===== config.mk =====
export PLATFORM = sky130hd
export DESIGN_NAME = label_to_pseudo_color
export DESIGN_NICKNAME = d
export VERILOG_FILES = /design/src/rtl/core/lpc_pkg.sv /design/src/rtl/core/lpc_mod_reduce.sv /design/src/rtl/core/lpc_level_split.sv /design/src/rtl/core/lpc_color_map.sv /design/src/rtl/core/label_to_pseudo_color.sv
export SDC_FILE = /design/constraint.sdc
export NUM_CORES = 1
export LEC_CHECK = 0
export BUFFER_PORTS_ARGS = -buffer_cell sky130_fd_sc_hd__buf_4
export CORE_MARGIN = 2
export CORE_UTILIZATION = 30
export CTS_CLUSTER_SIZE = 14
export DETAILED_ROUTE_END_ITERATION = 16
export GPL_TIMING_DRIVEN = 0
export MAX_ROUTING_LAYER = met4
export SETUP_SLACK_MARGIN = 0.5
export SLEW_MARGIN = 0
export SYNTH_ARGS = -nofsm -noshare
export SYNTH_HDL_FRONTEND = slang
export SYNTH_HIERARCHICAL = 1
export SYNTH_SLANG_ARGS = --single-unit

===== constraint.sdc =====
create_clock -name clk -period 13.9 [get_ports clk]
set_input_delay 2.78 -clock clk [delete_from_list [all_inputs] [get_ports clk]]
set_output_delay 2.78 -clock clk [all_outputs]
set_load 0.01 [all_outputs]

===== src/rtl/core/lpc_pkg.sv =====
// Shared constants, types and lookup functions for the label pseudo-color pipeline.
package lpc_pkg;

    localparam int LabelWidth   = 31;
    localparam int ColorWidth   = 8;
    localparam int NumLevels    = 9;
    localparam int NumPatterns  = 27;
    localparam int NumModes     = 6;
    localparam int DiagBase     = 9;
    localparam int PairBase     = 15;
    localparam int FirstLvlPat  = 8;
    localparam int LabelPeriod  = 729;

    // 2^10 and 2^20 modulo 729
    localparam int Res10        = 295;
    localparam int Res20        = 274;
    // ceil(2^30 / 729), exact quotient for sums below 2^20
    localparam int RecipK       = 1472897;
    localparam int RecipShift   = 30;
    // floor(r * 171 / 1024) == r / 6 for r below 216
    localparam int Div6K        = 171;

    typedef logic [9:0] lpc_res_t;
    typedef logic [3:0] lpc_lvl_t;
    typedef logic [5:0] lpc_slot_t;
    typedef logic [4:0] lpc_pat_t;

    typedef struct packed {
        lpc_slot_t slot0;
        lpc_slot_t slot1;
        lpc_slot_t slot2;
        lpc_pat_t  pat;
    } lpc_slots_t;

    // (m+1)^3
    function automatic lpc_res_t lpc_cube(input lpc_lvl_t m);
        lpc_res_t c;
        case (m)
            4'd0:    c = 10'd1;
            4'd1:    c = 10'd8;
            4'd2:    c = 10'd27;
            4'd3:    c = 10'd64;
            4'd4:    c = 10'd125;
            4'd5:    c = 10'd216;
            4'd6:    c = 10'd343;
            4'd7:    c = 10'd512;
            default: c = 10'd729;
        endcase
        return c;
    endfunction

    function automatic logic [ColorWidth-1:0] lpc_level_value(input lpc_lvl_t lv);
        logic [ColorWidth-1:0] c;
        case (lv)
            4'd0:    c = 8'd0;
            4'd1:    c = 8'd255;
            4'd2:    c = 8'd127;
            4'd3:    c = 8'd63;
            4'd4:    c = 8'd191;
            4'd5:    c = 8'd31;
            4'd6:    c = 8'd95;
            4'd7:    c = 8'd159;
            default: c = 8'd223;
        endcase
        return c;
    endfunction

    // slot selects {red, green, blue}, two bits each
    function automatic logic [5:0] lpc_pattern(input lpc_pat_t p);
        logic [5:0] s;
        case (p)
            5'd0:    s = {2'd0, 2'd0, 2'd0};
            5'd1:    s = {2'd1, 2'd1, 2'd1};
            5'd2:    s = {2'd1, 2'd0, 2'd0};
            5'd3:    s = {2'd0, 2'd1, 2'd0};
            5'd4:    s = {2'd0, 2'd0, 2'd1};
            5'd5:    s = {2'd1, 2'd1, 2'd0};
            5'd6:    s = {2'd1, 2'd0, 2'd1};
            5'd7:    s = {2'd0, 2'd1, 2'd1};
            5'd8:    s = {2'd2, 2'd2, 2'd2};
            5'd9:    s = {2'd2, 2'd0, 2'd0};
            5'd10:   s = {2'd0, 2'd2, 2'd0};
            5'd11:   s = {2'd0, 2'd0, 2'd2};
            5'd12:   s = {2'd2, 2'd2, 2'd0};
            5'd13:   s = {2'd2, 2'd0, 2'd2};
            5'd14:   s = {2'd0, 2'd2, 2'd2};
            5'd15:   s = {2'd2, 2'd1, 2'd0};
            5'd16:   s = {2'd2, 2'd0, 2'd1};
            5'd17:   s = {2'd1, 2'd2, 2'd0};
            5'd18:   s = {2'd0, 2'd2, 2'd1};
            5'd19:   s = {2'd1, 2'd0, 2'd2};
            5'd20:   s = {2'd0, 2'd1, 2'd2};
            5'd21:   s = {2'd1, 2'd2, 2'd2};
            5'd22:   s = {2'd2, 2'd1, 2'd2};
            5'd23:   s = {2'd2, 2'd2, 2'd1};
            5'd24:   s = {2'd2, 2'd1, 2'd1};
            5'd25:   s = {2'd1, 2'd2, 2'd1};
            default: s = {2'd1, 2'd1, 2'd2};
        endcase
        return s;
    endfunction

endpackage


===== src/rtl/core/lpc_mod_reduce.sv =====
// Three-stage reduction of the label modulo 729.
module lpc_mod_reduce (
    input  logic                              clk,
    input  logic                              rst_n,
    input  logic                              en,
    input  logic                              in_valid,
    input  logic [lpc_pkg::LabelWidth-1:0]    label,
    output logic                              out_valid,
    output lpc_pkg::lpc_res_t                 residue
);
    import lpc_pkg::*;

    logic [19:0] sum_next, sum_reg, sum2_reg;
    logic [40:0] prod;
    logic [10:0] quo_next, quo_reg;
    logic [19:0] rem_full;
    lpc_res_t    res_next, res_reg;
    logic        v1_reg, v2_reg, v3_reg;

    // fold the three label chunks by their weights mod 729
    assign sum_next = 20'(label[9:0])
                    + 20'(label[19:10]) * 20'(Res10)
                    + 20'(label[30:20]) * 20'(Res20);

    assign prod     = 41'(sum_reg) * 41'(RecipK);
    assign quo_next = prod[RecipShift+10:RecipShift];

    assign rem_full = sum2_reg - 20'(quo_reg) * 20'(LabelPeriod);
    assign res_next = rem_full[9:0];

    always_ff @(posedge clk or negedge rst_n)
    begin
        if (!rst_n)
        begin
            v1_reg <= 1'b0;
            v2_reg <= 1'b0;
            v3_reg <= 1'b0;
        end
        else if (en)
        begin
            v1_reg <= in_valid;
            v2_reg <= v1_reg;
            v3_reg <= v2_reg;
        end
    end

    always_ff @(posedge clk)
    begin
        if (en)
        begin
            sum_reg  <= sum_next;
            sum2_reg <= sum_reg;
            quo_reg  <= quo_next;
            res_reg  <= res_next;
        end
    end

    assign out_valid = v3_reg;
    assign residue   = res_reg;

endmodule


===== src/rtl/core/lpc_level_split.sv =====
// Level search, mode split and triangular pair walk, two stages.
module lpc_level_split (
    input  logic                 clk,
    input  logic                 rst_n,
    input  logic                 en,
    input  logic                 in_valid,
    input  lpc_pkg::lpc_res_t    residue,
    output logic                 out_valid,
    output lpc_pkg::lpc_slots_t  slots
);
    import lpc_pkg::*;

    lpc_lvl_t    m_next, m_reg;
    lpc_res_t    r_full;
    logic [7:0]  rm1_next, rm1_reg;
    logic [15:0] div_prod;
    lpc_slot_t   s_next, s_reg;
    logic        first_next, first_reg;
    lpc_res_t    v_reg;
    logic        va_reg, vb_reg;

    logic [7:0]  mode_full;
    logic [2:0]  mode;
    lpc_slot_t   s_work;
    lpc_lvl_t    i_work;
    logic [6:0]  row_start;
    logic [6:0]  t_work;
    lpc_slots_t  slots_next, slots_reg;

    // stage A: level count, offset within level, split by six
    always_comb
    begin
        m_next = '0;
        for (int k = 0; k < NumLevels - 1; k++)
        begin
            if (residue >= lpc_cube(lpc_lvl_t'(k)))
                m_next = m_next + 4'd1;
        end
        r_full     = residue - lpc_cube(m_next - 4'd1);
        first_next = (r_full == '0);
        rm1_next   = 8'(r_full - 10'd1);
        div_prod   = 16'(rm1_next) * 16'(Div6K);
        s_next     = div_prod[15:10];
    end

    // stage B: mode, upper-triangular walk, slot triple
    always_comb
    begin
        mode_full = rm1_reg - 8'(s_reg) * 8'(NumModes);
        mode      = mode_full[2:0];
        // row j of the triangle starts at j*m - j*(j-1)/2; all rows compared at once,
        // the last row start not above s wins
        i_work    = '0;
        t_work    = '0;
        row_start = '0;
        for (int j = 1; j < NumLevels; j++)
        begin
            row_start = 7'(j) * 7'(m_reg) - 7'(j * (j - 1) / 2);
            if (lpc_lvl_t'(j) <= m_reg && 7'(s_reg) >= row_start)
            begin
                i_work = lpc_lvl_t'(j);
                t_work = row_start;
            end
        end
        s_work = 6'(7'(s_reg) - t_work);

        if (m_reg < 4'd3)
        begin
            slots_next.slot0 = 6'd0;
            slots_next.slot1 = 6'd1;
            slots_next.slot2 = 6'd2;
            slots_next.pat   = 5'(v_reg);
        end
        else if (first_reg)
        begin
            slots_next.slot0 = 6'(m_reg);
            slots_next.slot1 = 6'(m_reg);
            slots_next.slot2 = 6'(m_reg);
            slots_next.pat   = 5'(FirstLvlPat);
        end
        else
        begin
            slots_next.slot0 = 6'(i_work);
            slots_next.slot1 = s_work + 6'(i_work);
            slots_next.slot2 = 6'(m_reg);
            slots_next.pat   = (s_work == '0) ? 5'(DiagBase) + 5'(mode)
                                              : 5'(PairBase) + 5'(mode);
        end
    end

    always_ff @(posedge clk or negedge rst_n)
    begin
        if (!rst_n)
        begin
            va_reg <= 1'b0;
            vb_reg <= 1'b0;
        end
        else if (en)
        begin
            va_reg <= in_valid;
            vb_reg <= va_reg;
        end
    end

    always_ff @(posedge clk)
    begin
        if (en)
        begin
            m_reg     <= m_next;
            v_reg     <= residue;
            first_reg <= first_next;
            rm1_reg   <= rm1_next;
            s_reg     <= s_next;
            slots_reg <= slots_next;
        end
    end

    assign out_valid = vb_reg;
    assign slots     = slots_reg;

endmodule


===== src/rtl/core/lpc_color_map.sv =====
// Pattern lookup and intensity mapping into the output register.
module lpc_color_map (
    input  logic                             clk,
    input  logic                             rst_n,
    input  logic                             en,
    input  logic                             in_valid,
    input  lpc_pkg::lpc_slots_t              slots,
    output logic                             out_valid,
    output logic [lpc_pkg::ColorWidth-1:0]   red,
    output logic [lpc_pkg::ColorWidth-1:0]   green,
    output logic [lpc_pkg::ColorWidth-1:0]   blue
);
    import lpc_pkg::*;

    lpc_pat_t            pat;
    logic [5:0]          sel;
    lpc_slot_t           pick [3];
    logic [ColorWidth-1:0] col_next [3];
    logic [ColorWidth-1:0] col_reg  [3];
    logic                valid_reg;

    function automatic lpc_slot_t slot_pick(input lpc_slots_t s, input logic [1:0] idx);
        lpc_slot_t p;
        case (idx)
            2'd0:    p = s.slot0;
            2'd1:    p = s.slot1;
            default: p = s.slot2;
        endcase
        return p;
    endfunction

    always_comb
    begin
        pat = (slots.pat >= 5'(NumPatterns)) ? 5'(NumPatterns - 1) : slots.pat;
        sel = lpc_pattern(pat);
        for (int c = 0; c < 3; c++)
        begin
            pick[c] = slot_pick(slots, sel[5-2*c -: 2]);
            if (pick[c] >= 6'(NumLevels))
                col_next[c] = lpc_level_value(4'(NumLevels - 1));
            else
                col_next[c] = lpc_level_value(pick[c][3:0]);
        end
    end

    always_ff @(posedge clk or negedge rst_n)
    begin
        if (!rst_n)
            valid_reg <= 1'b0;
        else if (en)
            valid_reg <= in_valid;
    end

    always_ff @(posedge clk)
    begin
        if (en)
        begin
            col_reg[0] <= col_next[0];
            col_reg[1] <= col_next[1];
            col_reg[2] <= col_next[2];
        end
    end

    assign out_valid = valid_reg;
    assign red       = col_reg[0];
    assign green     = col_reg[1];
    assign blue      = col_reg[2];

endmodule


===== src/rtl/core/label_to_pseudo_color.sv =====
// Top level of the label to pseudo-color pipeline.
// Maps each segment label to one of 729 distinct RGB colors (colors repeat
// every 729 labels); each channel is one of nine intensities. The block is
// a six-stage pipeline and takes one word per cycle unless stalled. Stages:
// chunk folding mod 729, reciprocal multiply for the quotient, remainder,
// level search and split by six, triangular pair walk, and pattern/intensity
// lookup into the output register. When out_stall holds a waiting word the
// whole pipeline freezes and in_stall is raised in the same cycle; nothing is
// dropped or repeated. Bubbles are not squeezed out during a stall.
module label_to_pseudo_color (
    input  logic                             clk,
    input  logic                             rst_n,
    input  logic                             in_valid,
    output logic                             in_stall,
    input  logic [lpc_pkg::LabelWidth-1:0]   label,
    output logic                             out_valid,
    input  logic                             out_stall,
    output logic [lpc_pkg::ColorWidth-1:0]   red,
    output logic [lpc_pkg::ColorWidth-1:0]   green,
    output logic [lpc_pkg::ColorWidth-1:0]   blue
);
    import lpc_pkg::*;

    logic       en;
    logic       res_valid;
    lpc_res_t   residue;
    logic       slots_valid;
    lpc_slots_t slots;

    // global advance: hold everything while the output word is not taken
    assign en       = !(out_valid && out_stall);
    assign in_stall = !en;

    lpc_mod_reduce u_reduce (
        .clk       (clk),
        .rst_n     (rst_n),
        .en        (en),
        .in_valid  (in_valid),
        .label     (label),
        .out_valid (res_valid),
        .residue   (residue)
    );

    lpc_level_split u_split (
        .clk       (clk),
        .rst_n     (rst_n),
        .en        (en),
        .in_valid  (res_valid),
        .residue   (residue),
        .out_valid (slots_valid),
        .slots     (slots)
    );

    lpc_color_map u_map (
        .clk       (clk),
        .rst_n     (rst_n),
        .en        (en),
        .in_valid  (slots_valid),
        .slots     (slots),
        .out_valid (out_valid),
        .red       (red),
        .green     (green),
        .blue      (blue)
    );

endmodule

==> results.yml <==
status:
  status: "complete, no violations"
route:
  dr_wl_met3_um: 1120
  via_per_inst: 4.82
  drt-total-wl_um: 43600
  ant_nets: 0
  vias: 14500
  wl_met2_um: 22000
  highest_layer: "met4"
  drt_iter0_markers: 583
  drc: 0
  met1_length_um: 19700
  firstDrtPassIters: 5
  wl_per_cell_um: 14.5
layout:
  fin_nets: 2851
  area_growth_pct: 9.24
  fillers: 6798
  finalNonFillerCells: 3015
  largest_reg_flops: 20
  drive_gt1_share_pct: 7.70
  diodes: 0
cts:
  cts_setup_buffers: 0
  cts-root-buf: "clkbuf_16"
  clk_latency_ps: 380
  cts_tree: "yes"
  cts_made_buffers: 9
  clk_pin_slew_worst_paths_ps: 70
  ctsResizeCount: 0
  cts.path.max_buffers: 2
  htree_levels: 3
  numClockSinks: 106
  hold_buffers: 0
flow_run:
  maxCapViolations: 0
grt:
  grt_pass1_vias: 15000
  grt_usage_pct: 13.0
  grt_overflow: 0
  antenna_found_initial: 0
  grt_pass1_wl_um: 73200
  grt_max_degree: 61
timing:
  drv_slew: 0
  finClkSkew_ps: 6.77
  worstMarginPinSlew_ps: 897
  finalHoldViolations: 0
  setup_slack_ps: 2250
  relSlewSlack_pct: 39.9
  period_share_pct: 83.8
  setup_viol: 0
  fin_crit_ps: 11650
  max_freq_ghz: 0.0859
  setup_tns_ps: 0
  rsz0062_at_grt: "false"
min_path:
  hold_path.class: "register to register"
synth:
  synth-seq-cells: 106
  syn_inst: 2062
  yosysWarnings: 6
  avgSynthCellArea_sq_um: 9.94
  syn_area_sq_um: 20500
  synth_top_area_share_pct: 29.2
  synth_cell_type_count: 105
  synth_ff_type: "edfxtp_1"
  synth_edf_count: 100
  ys_top_cells_by_area: "ha_1 29%, fa_1 20%, edfxtp_1 15%"
  synthArstFlopShare_pct: 5.66
  ys_seq_area_share_pct: 15.4
  synth_top_area_cell: "ha_1"
floorplanning:
  start_util_pct: 30.4
  die_area_sq_um: 70400
  ios: 61
  die_w_um: 265
  core_area_sq_um: 67400
  fp.dieH_um: 265
  rows: 95
place:
  dp.cells: 2999
  finalWeightedCongestion: 0.877
  dp.final_hpwl_um: 37200
  pre_cts_slack_ps: 2290
  io_buffers: 60
worst_setup_path:
  critPathKind: "register to register"
  path_max_fanout: 9
  cp_slowest_cell: "fa_1"
  end_kind: "register"
  slowest_delay_ps: 600
  worst_ep_required_time_ps: 14030
  worstPathArrival_ps: 11780
  start_kind: "register"
  crit_top_cell: "ha_1"
## per-stage QoR
stage                     area, sq um  hold WS, ps  utilization (%)
after global routing            22400          531             33.2
after CTS                       22400          513             33.2
after global placement          22100          484             32.7
after floorplan                 20500          475                -
final                           22400          510             33.2
after detailed placement        22100          495             32.8
## cell usage after synthesis (30+ instances only)
library cell  number
ha_1             478
inv_1            395
fa_1             201
edfxtp_1         100
nor2_1            94
a21oi_1           83
xnor2_1           73
nand2_1           67
o21ai_0           55
nor3_1            38
xor2_1            36
o21a_1            30
## cells by family (layout without fill, tap and decap cells)
kind of cell / count (synthesis) / count (layout) / synth area share (%)
AO/OA/AOI/OAI: 360 / 360 / 12.4
other: 1 / 4 / 0.0183
XOR/XNOR: 110 / 110 / 4.74
buffers and inverters: 431 / 508 / 8.40
AND/OR/NAND/NOR: 350 / 350 / 8.88
multiplexers: 25 / 25 / 1.33
adder cells (fa/ha/maj): 679 / 679 / 48.8
flip-flops: 106 / 106 / 15.4
## metal layers
layer | track usage [%] | vias up
li1 | - | 7201
met1 | 15.7 | 7089
met2 | 22.8 | 193
met3 | 1.56 | 61
met4 | 3.22 | 0
met5 | - | -
## placed cells by master (no fill, tap or decap), drive strengths merged, types with 5 or more instances in the layout
cell / count
a2111oi: 5
a211oi: 27
a21boi: 6
a21o: 29
a21oi: 85
a31oi: 13
and2: 10
and3: 9
buf: 84
clkbuf: 24
dfrtp: 6
edfxtp: 100
fa: 201
ha: 478
inv: 397
mux2: 8
mux2i: 16
nand2: 67
nand2b: 19
nand3: 27
nand3b: 6
nand4: 6
nor2: 96
nor2b: 15
nor3: 40
nor3b: 5
nor4: 6
o211ai: 20
o21a: 30
o21ai: 62
o21bai: 8
o311a: 5
o31ai: 13
or2: 13
or3: 12
or4: 6
xnor2: 74
xor2: 36
## worst max-delay path, delay by kind of cell, from the launching register on
family,cells,cell delay (ps)
and+or+nand+nor,14,2950
AOI/OAI and AO/OA,12,2580
buffers and inverters,4,410
adders and majority gates,9,3250
xor gates and xnor gates,7,1670
DFF,1,540
## final cells by class
cell class	count	area (sq um)	share of cell area, %
Clock inverter	5	41.3	0.184
Sequential cell	106	3150	14.1
Timing Repair Buffer	61	478	2.13
Buffer	36	239	1.07
Inverter	395	1480	6.62
Tap cell	873	1090	4.88
Clock buffer	11	264	1.18
Multi-Input combinational cell	1528	15600	69.9
## worst paths after layout
check	cells past startpoint	start	endpoint	slack (ps)
hold / removal	1	u_split/out_valid$_DFFE_PN0P_	u_split/out_valid$_DFFE_PN0P_	510
min in group asynchronous	1	rst_n	u_map/out_valid$_DFFE_PN0P_	2190
hold reg to reg	1	u_split/out_valid$_DFFE_PN0P_	u_split/out_valid$_DFFE_PN0P_	510
setup reg to reg	46	u_reduce/residue[8]$_DFFE_PP_	u_split/s_reg[5]$_DFFE_PP_	2250
max in group asynchronous	1	rst_n	u_split/out_valid$_DFFE_PN0P_	11600
setup / recovery	46	u_reduce/residue[8]$_DFFE_PP_	u_split/s_reg[5]$_DFFE_PP_	2250
Power is left out: the tool's default activity adds up to more than one toggle a clock period on the data nets, which glitch-free logic cannot reach.
